## src/rtl/qrs_div_cell.sv

```systemverilog
`timescale 1ns / 1ps
`default_nettype none

// One restoring division step on two lanes sharing a divisor.
// Numerator bits shift out at the top, quotient bits shift in at the bottom.
module qrs_div_cell #(
    parameter int NW  = 34,
    parameter int DVW = 17,
    parameter int SBW = 4
) (
    input  wire logic                     aclk,
    input  wire logic                     aresetn,
    input  wire logic                     en,
    input  wire logic                     in_valid,
    input  wire logic [1:0][NW-1:0]       in_nq,
    input  wire logic [1:0][DVW-1:0]      in_rem,
    input  wire logic [DVW-1:0]           in_den,
    input  wire logic [SBW-1:0]           in_side,
    output logic                          out_valid,
    output logic [1:0][NW-1:0]            out_nq,
    output logic [1:0][DVW-1:0]           out_rem,
    output logic [DVW-1:0]                out_den,
    output logic [SBW-1:0]                out_side
);

    logic                valid_reg;
    logic [1:0][NW-1:0]  nq_reg, nq_next;
    logic [1:0][DVW-1:0] rem_reg, rem_next;
    logic [DVW-1:0]      den_reg;
    logic [SBW-1:0]      side_reg;
    logic [1:0][DVW:0]   rs, diff;
    logic [1:0]          ge;

    always_comb begin
        for (int i = 0; i < 2; i++) begin
            rs[i]       = {in_rem[i], in_nq[i][NW-1]};
            ge[i]       = rs[i] >= {1'b0, in_den};
            diff[i]     = rs[i] - {1'b0, in_den};
            rem_next[i] = ge[i] ? diff[i][DVW-1:0] : rs[i][DVW-1:0];
            nq_next[i]  = {in_nq[i][NW-2:0], ge[i]};
        end
    end

    always_ff @(posedge aclk) begin
        if (!aresetn) begin
            valid_reg <= 1'b0;
        end else if (en) begin
            valid_reg <= in_valid;
        end
    end

    always_ff @(posedge aclk) begin
        if (en) begin
            nq_reg   <= nq_next;
            rem_reg  <= rem_next;
            den_reg  <= in_den;
            side_reg <= in_side;
        end
    end

    assign out_valid = valid_reg;
    assign out_nq    = nq_reg;
    assign out_rem   = rem_reg;
    assign out_den   = den_reg;
    assign out_side  = side_reg;

endmodule

`default_nettype wire

```

## config.mk

```make
export PLATFORM = sky130hd
export DESIGN_NAME = qrs_div_cell
export DESIGN_NICKNAME = d
export VERILOG_FILES = /design/src/rtl/qrs_div_cell.sv
export SDC_FILE = /design/constraint.sdc
export NUM_CORES = 1
export LEC_CHECK = 0
export BUFFER_PORTS_ARGS = -buffer_cell sky130_fd_sc_hd__buf_2
export CAP_MARGIN = 20
export CORE_UTILIZATION = 48
export CTS_CLUSTER_DIAMETER = 120
export DETAILED_ROUTE_END_ITERATION = 7
export GPL_ROUTABILITY_DRIVEN = 0
export HOLD_SLACK_MARGIN = 0.12
export PLACE_DENSITY_LB_ADDON = 0.1
export SYNTH_ARGS = -nofsm -noshare
export SYNTH_HDL_FRONTEND = slang
export SYNTH_SLANG_ARGS = --single-unit
export TNS_END_PERCENT = 50
```

## constraint.sdc

```tcl
create_clock -name aclk -period 2.9 [get_ports aclk]
set_clock_uncertainty 0.05 [all_clocks]
set_input_delay 0.145 -clock aclk [delete_from_list [all_inputs] [get_ports aclk]]
set_output_delay 0.145 -clock aclk [all_outputs]
set_load 0.01 [all_outputs]
```

=== After elaboration in Yosys (flattened, before gate mapping) ===
Cells that the tools add are included.

* Add/sub/neg operators: 2
* Multiply operators: 0
* Divide/modulo/power cells: 0
* $lt $le $gt $ge: 2
* Eq/ne operators: 0
* Shifts and indexed selects: 0
* Muxes and demuxes: 2
* Bitwise logic cells: 0
* Reduce and logical (&&, ||, !) cells: 0

{| class="wikitable"
|+ Operators by type and width
! cell !! number
|-
| $ge 18x17->1 || 2
|-
| $mux 17 || 2
|-
| $sub 17x17->17 || 2
|}

* Flip-flop bits (word level): 124
* Bits in latches: 0
* Bits in writable memories: 0
* Memory bits (read-only): 0
* Output and inout port bits: 124
* Logic and storage cells: 13
* Memories: 0

=== Depth between registers and ports, before layout ===
Gate-level depths: netlist (run 1).

* Word-level depth: 2
* Mapped depth: 12

=== Worst setup path after synthesis (run 1) ===
Ideal clock, no wire load.

* Kind: input to register
* Start: in in_nq[67] (netlist name)
* End: reg rem_reg, in the netlist out_rem[25] (data pin)
* Setup time: 260 ps
* Arrival: 2112 ps
* Required time: 2590 ps
* Setup slack: 477 ps
* Stages on the path: 11
* Buffers on the path: 1
* Path through: inv_1 -> ha_1 -> inv_1 -> fa_1 -> a21o_1 -> and2_1 -> o31a_1 -> o21ai_4 -> inv_2 -> buf_6 -> mux2_4

{| class="wikitable"
|+ RTL lines
! item !! RTL line !! text
|-
| start: declaration || 15 || <nowiki>input wire logic [1:0][NW-1:0] in_nq,</nowiki>
|-
| end signal: assignment || 55 || <nowiki>rem_reg <= rem_next;</nowiki>
|-
| end: declaration || 28 || <nowiki>logic [1:0][DVW-1:0] rem_reg, rem_next;</nowiki>
|}

==> impl_metrics.py, run 1 <==
metrics = {
    "clock_tree": {
        "ctsRootBufferMaster": "clkbuf_16",
        "tritoncts": "built",
        "clkSinkCount": 124,
        "clk_transition_reported_paths_ns": 0.05,
        "insertion_delay_ns": 0.41,
        "cts.htree.levels": 4,
        "cts_buffers": 17,
        "cts_max_path_buffers": 2,
    },
    "synth": {
        "yosys.area.top_type": "edfxtp_1",
        "postSynthAreaPerCell_um2": 13.5,
        "syn_inst": 444,
        "ys.flop_type": "edfxtp_1",
        "syn_nets": 607,
        "synth_area_leaders": "edfxtp_1, ha_1, mux2_2",
        "synth_area_um2": 6010,
        "synth_top_area_share_pct": 61.5,
        "synth_common_cells": "edfxtp_1, ha_1, nand2_1, a21oi_1, inv_1",
        "ys_ff_latch": 124,
        "async_flop_share_pct": 0,
        "yosysWarnings": 0,
        "synth_edf_count": 123,
        "yosysUniqueCellTypes": 61,
        "yosysMostFrequentCell": "edfxtp_1",
        "yosysSeqAreaShare_pct": 61.8,
    },
    "hold_path": {
        "hp-class": "in -> reg",
    },
    "layout": {
        "layout-area-overhead-vs-synth_pct": 54.3,
        "regArea_um2": 3710,
        "antenna-diode-count": 0,
        "finish.instance_area_um2": 9270,
        "drive_above_1_share_pct": 37.9,
        "multi_input_area_um2": 2130,
        "fin_nets": 990,
        "final_cells": 1008,
        "utilization_pct": 76.5,
        "fillCellCount": 805,
    },
    "die": {
        "rows": 40,
        "ios": 251,
        "dieArea_um2": 13000,
        "die_w_um": 114,
        "die_h_um": 114,
        "core_um2": 12100,
        "start_util_pct": 49.6,
    },
    "timing": {
        "fin_tns_setup_ns": 0,
        "fmax_mhz": 365,
        "fin_crit_sh_pct": 94.4,
        "final_max_slew_viol_count": 0,
        "tightest_slew_ns": 0.614,
        "setup_viol": 0,
        "period_needed_ns": 2.74,
        "setup_ws_ns": 0.161,
        "final_hold_viol_count": 0,
        "max-slew-margin-rel_pct": 59.0,
    },
    "drt": {
        "drt_first_pass_iters": 5,
        "vias": 5197,
        "wl_per_cell_um": 18.4,
        "drt-initial-drc-count": 313,
        "wirelength_mm": 18.5,
        "via_per_inst": 5.16,
        "final_antenna_net_count": 0,
        "drcViolationCount": 0,
    },
    "worst_setup_path": {
        "cp_data_arrival_time_ns": 2.85,
        "critPathKind": "in -> reg",
        "cp-start-kind": "input pin",
        "worst-path-max-fanout": 15,
        "endpoint_kind": "flop",
        "crit_required_ns": 3.01,
    },
    "grt": {
        "grt_pass1_wl_mm": 28.0,
        "grtUsageTotal_pct": 29.4,
        "grt_overflow": 0,
        "antenna_found_initial": 0,
        "grt_max_degree": 55,
        "grt_pass1_vias": 5156,
    },
    "power": {
        "p_leak_nw": 4.05,
        "power.density_nw_per_um2": 600,
        "seq_power_share_pct": 40.4,
        "switchingPower_mw": 1.47,
        "clock_power_share_pct": 39.1,
        "p_comb_share_pct": 20.5,
        "switching_share_pct": 26.4,
        "peakVddDrop_uv": 330,
        "p_int_mw": 4.09,
    },
    "outcome": {
        "status": "finished, final reports clean",
    },
    "placed_design": {
        "port_buffers": 250,
        "place_inst": 854,
        "dp_slack_ns": 0.118,
        "place_hpwl_mm": 11.8,
        "placed_area_um2": 7430,
    },
    "job": {
        "maxCapViolCount": 0,
    },
}
[stage by stage]
step / power [mW] / hold slack [ns]
floorplan: 2.84 / 0.194
global route: 5.76 / 0.170
global placement: 3.23 / 0.271
finish: 5.56 / 0.166
detailed placement: 3.25 / 0.273
CTS: 5.53 / 0.153
[critical path: stages]
cell and delay (ns):
dlygate4sd3_1 0.57, buf_2 0.14, inv_1 0.09, ha_1 0.38
a21oi_1 0.09, o21ai_0 0.41, o21ai_1 0.21, and2_2 0.26
inv_4 0.18, mux2_2 0.36
[flip-flops by register name, indices dropped and copies added, names as in the netlist]
register / count
out_nq: 68
out_rem: 34
out_den: 17
out_side: 4
out_valid: 1
[worst paths after layout]
| kind | cells after the start | to | slack, ns | from |
|---|---|---|---|---|
| setup / recovery | 10 | out_rem[2]$_DFFE_PP_ | 0.16 | in_den[7] |
| hold / removal | 3 | out_rem[13]$_DFFE_PP_ | 0.17 | in_rem[12] |
| setup reg to reg | 3 | out_valid$_SDFFE_PN0P_ | 1.60 | out_valid$_SDFFE_PN0P_ |
| hold reg to reg | 3 | out_valid$_SDFFE_PN0P_ | 1.09 | out_valid$_SDFFE_PN0P_ |
[per-layer routing]
metal | wire (µm) | part of all wire, % | track usage [%]
met1 | 7400 | 40 | 35.0
met3 | 1270 | 6.9 | 7.76
met5 | 0 | 0 | 0
met4 | 712 | 3.8 | 14.9
met2 | 9150 | 49 | 49.3
[kinds of logic after synthesis]
group / synth area share (%)
compound gates: 12.9
xor+xnor: 2.77
fa+ha+maj: 7.75
buf+inv: 2.85
flops: 61.8
mux: 4.35
simple gates: 7.54
[cell usage in the layout, fill, tap and decap left out, types with 16 or more instances in the layout]
master	count
a21oi_1	25
buf_2	249
clkbuf_16	17
dlygate4sd3_1	122
edfxtp_1	123
ha_1	34
inv_1	25
mux2_2	17
nand2_1	34
nor2_1	16
o21ai_0	18
xnor2_1	16
[power groups by stage]
stage               Sequential [mW]  Combinational [mW]  Clock, mW
floorplan                      2.38               0.462          0
global placement               2.27               0.961          0
detailed placement             2.27               0.976          0
CTS                            2.24                1.11       2.18
global route                   2.26                1.23       2.28
finish                         2.24                1.14       2.18
[cell type report]
class | instances | area share [%]
Clock inverter | 14 | 1.81
Inverter | 27 | 1.12
Tap cell | 168 | 2.27
Clock buffer | 18 | 4.63
Timing Repair Buffer | 375 | 27.1
Multi-Input combinational cell | 282 | 23.0
Sequential cell | 124 | 40.1
[what timing repair did]
| action | in CTS | in global routing |
|---|---|---|
| resized for setup | 0 | 4 |
| hold endpoints to repair | 121 | 0 |
| hold buffers | 122 | 0 |
| setup buffers | 0 | 0 |
| setup endpoints to repair | 0 | 14 |
Note: power is estimated with default switching activity, not from simulation.
==> run 2, diff against run 1 <==
- ABC_AREA: unset -> 1
- CORE_UTILIZATION: 48 -> 50
==> impl_metrics.py, run 2 <==
metrics = {
    "synth": {
        "ys_ff_latch": 124,
        "async_flop_share_pct": 0,
        "synth_top_area_share_pct": 56.0,
        "yosysMostFrequentCell": "nand2_1",
        "syn_inst": 701,
        "syn_nets": 864,
        "synth_edf_count": 123,
        "yosysSeqAreaShare_pct": 56.3,
        "synth_area_um2": 6600,
        "postSynthAreaPerCell_um2": 9.41,
        "yosysWarnings": 0,
        "synth_area_leaders": "edfxtp_1, nand2_1, inv_1",
        "yosys.area.top_type": "edfxtp_1",
        "ys.flop_type": "edfxtp_1",
        "synth_common_cells": "nand2_1, edfxtp_1, inv_1, nand3_1, ha_1",
        "yosysUniqueCellTypes": 35,
    },
    "timing": {
        "setup_viol": 0,
        "final_max_slew_viol_count": 0,
        "max-slew-margin-rel_pct": 52.0,
        "fin_tns_setup_ns": 0,
        "rsz0062_at_grt": "false",
        "fmax_mhz": 410,
        "final_hold_viol_count": 0,
        "fin_crit_sh_pct": 84.2,
        "setup_ws_ns": 0.459,
        "period_needed_ns": 2.44,
        "tightest_slew_ns": 0.719,
    },
    "placed_design": {
        "port_buffers": 250,
        "place_inst": 1123,
        "place_hpwl_mm": 13.8,
        "dp_slack_ns": 0.655,
    },
    "clock_tree": {
        "cts_buffers": 17,
        "cts_max_path_buffers": 2,
        "clk_transition_reported_paths_ns": 0.06,
        "ctsRootBufferMaster": "clkbuf_16",
        "tritoncts": "built",
        "cts.htree.levels": 4,
        "cts_hold_buf": 123,
        "cts.repair.resized": 0,
        "clkSinkCount": 124,
        "postCtsSetupBuffers": 0,
        "insertion_delay_ns": 0.41,
    },
    "job": {
        "maxCapViolCount": 0,
    },
    "drt": {
        "final_antenna_net_count": 0,
        "wirelength_mm": 21.9,
        "drt-initial-drc-count": 466,
        "wl_per_cell_um": 17.1,
        "drcViolationCount": 0,
        "vias": 6357,
        "drt_first_pass_iters": 5,
        "via_per_inst": 4.97,
    },
    "layout": {
        "layout-area-overhead-vs-synth_pct": 50.0,
        "final_common_cell": "nand2_1",
        "utilization_pct": 77.8,
        "drive_above_1_share_pct": 29.5,
        "fin_nets": 1256,
        "final_cell_mix": "nand2_1, buf_2, dlygate4sd3_1, edfxtp_1, inv_1",
        "largest_register_ffs": 68,
        "final_cells": 1279,
    },
    "power": {
        "power.density_nw_per_um2": 567,
        "peakVddDrop_uv": 400,
        "power_mw": 5.61,
        "p_leak_nw": 5.01,
    },
    "die": {
        "start_util_pct": 51.9,
        "ios": 251,
        "dieArea_um2": 13700,
        "die_h_um": 117,
        "core_um2": 12700,
        "die_w_um": 117,
        "rows": 41,
    },
    "grt": {
        "grtUsageTotal_pct": 33.0,
        "grt_overflow": 0,
        "grt_pass1_wl_mm": 32.8,
        "grt_pass1_vias": 6325,
        "grt_max_degree": 55,
        "antenna_found_initial": 1,
    },
    "worst_setup_path": {
        "crit_end": "out_rem[32]$_DFFE_PP_",
        "cp-start-kind": "input pin",
        "cp_data_arrival_time_ns": 2.56,
        "endpoint_kind": "flop",
        "worst-path-max-fanout": 18,
        "reg2reg_from": "out_valid$_SDFFE_PN0P_",
        "critPathKind": "in -> reg",
        "rrSetupSlack_ns": 1.62,
        "r2r-end": "out_valid$_SDFFE_PN0P_",
        "cp-startpoint": "in_den[15]",
        "crit_required_ns": 3.02,
        "r2r_cells": 3,
    },
    "outcome": {
        "status": "finished, final reports clean",
    },
    "hold_path": {
        "hp-class": "in -> reg",
    },
}
==> run 2: kinds of logic (layout without fill, tap and decap cells) <==
kind of cell	Yosys count	count (layout)	share of synthesized area [%]
adders and majority gates	36	36	7.05
buffers and inverters	126	531	7.72
AOI/OAI and AO/OA	23	23	1.90
other	0	1	0
DFF	124	124	56.3
and+or+nand+nor	378	378	25.2
xor gates and xnor gates	14	14	1.86
==> run 2: worst min path at each step <==
stage / depth (start not counted) / endpoint / from
6_report: 1 / out_nq[28]$_DFFE_PP_ / en
5_1_grt: 1 / out_nq[53]$_DFFE_PP_ / en
3_5_place_dp: 1 / out_nq[10]$_DFFE_PP_ / in_nq[9]
2_1_floorplan: 1 / out_valid$_SDFFE_PN0P_ / en
3_3_place_gp: 1 / out_nq[58]$_DFFE_PP_ / in_nq[57]
4_1_cts: 1 / out_nq[28]$_DFFE_PP_ / en
==> run 2: power by group <==
part,internal (mW),switching (mW)
sequential,2.19,0.0545
combinational,0.499,0.696
clock,1.35,0.828
==> run 2: area by class of cell <==
cell class / instances / area (µm²)
Inverter: 120 / 450
Multi-Input combinational cell: 451 / 2370
Sequential cell: 124 / 3710
Timing Repair Buffer: 379 / 2540
Tap cell: 172 / 215
Clock inverter: 15 / 171
Antenna cell: 1 / 2.50
Clock buffer: 17 / 425
Fill cell: 888 / 2830
==> run 2: critical path: stages <==
cell and delay, ns:
dlygate4sd3_1 0.53, buf_2 0.14, inv_1 0.08, ha_1 0.37
a21oi_2 0.18, o21ai_1 0.11, nor3_4 0.49, nand2_4 0.29
nand2_1 0.15, nand2_1 0.06
==> run 2: metrics by stage <==
step	hold slack, ns	instance area, µm²
after global routing	0.256	9900
after floorplan	0.188	6600
after CTS	0.227	9890
final	0.249	9900
after detailed placement	0.273	8070
after global placement	0.271	8070
==> run 2: layer usage <==
layer | up-vias | track usage (%) | wire, µm
li1 | 3049 | - | -
met5 | - | 0 | 0
met3 | 96 | 8.39 | 1690
met4 | 0 | 21.9 | 1440
met1 | 2870 | 37.3 | 8180
met2 | 342 | 55.5 | 10600
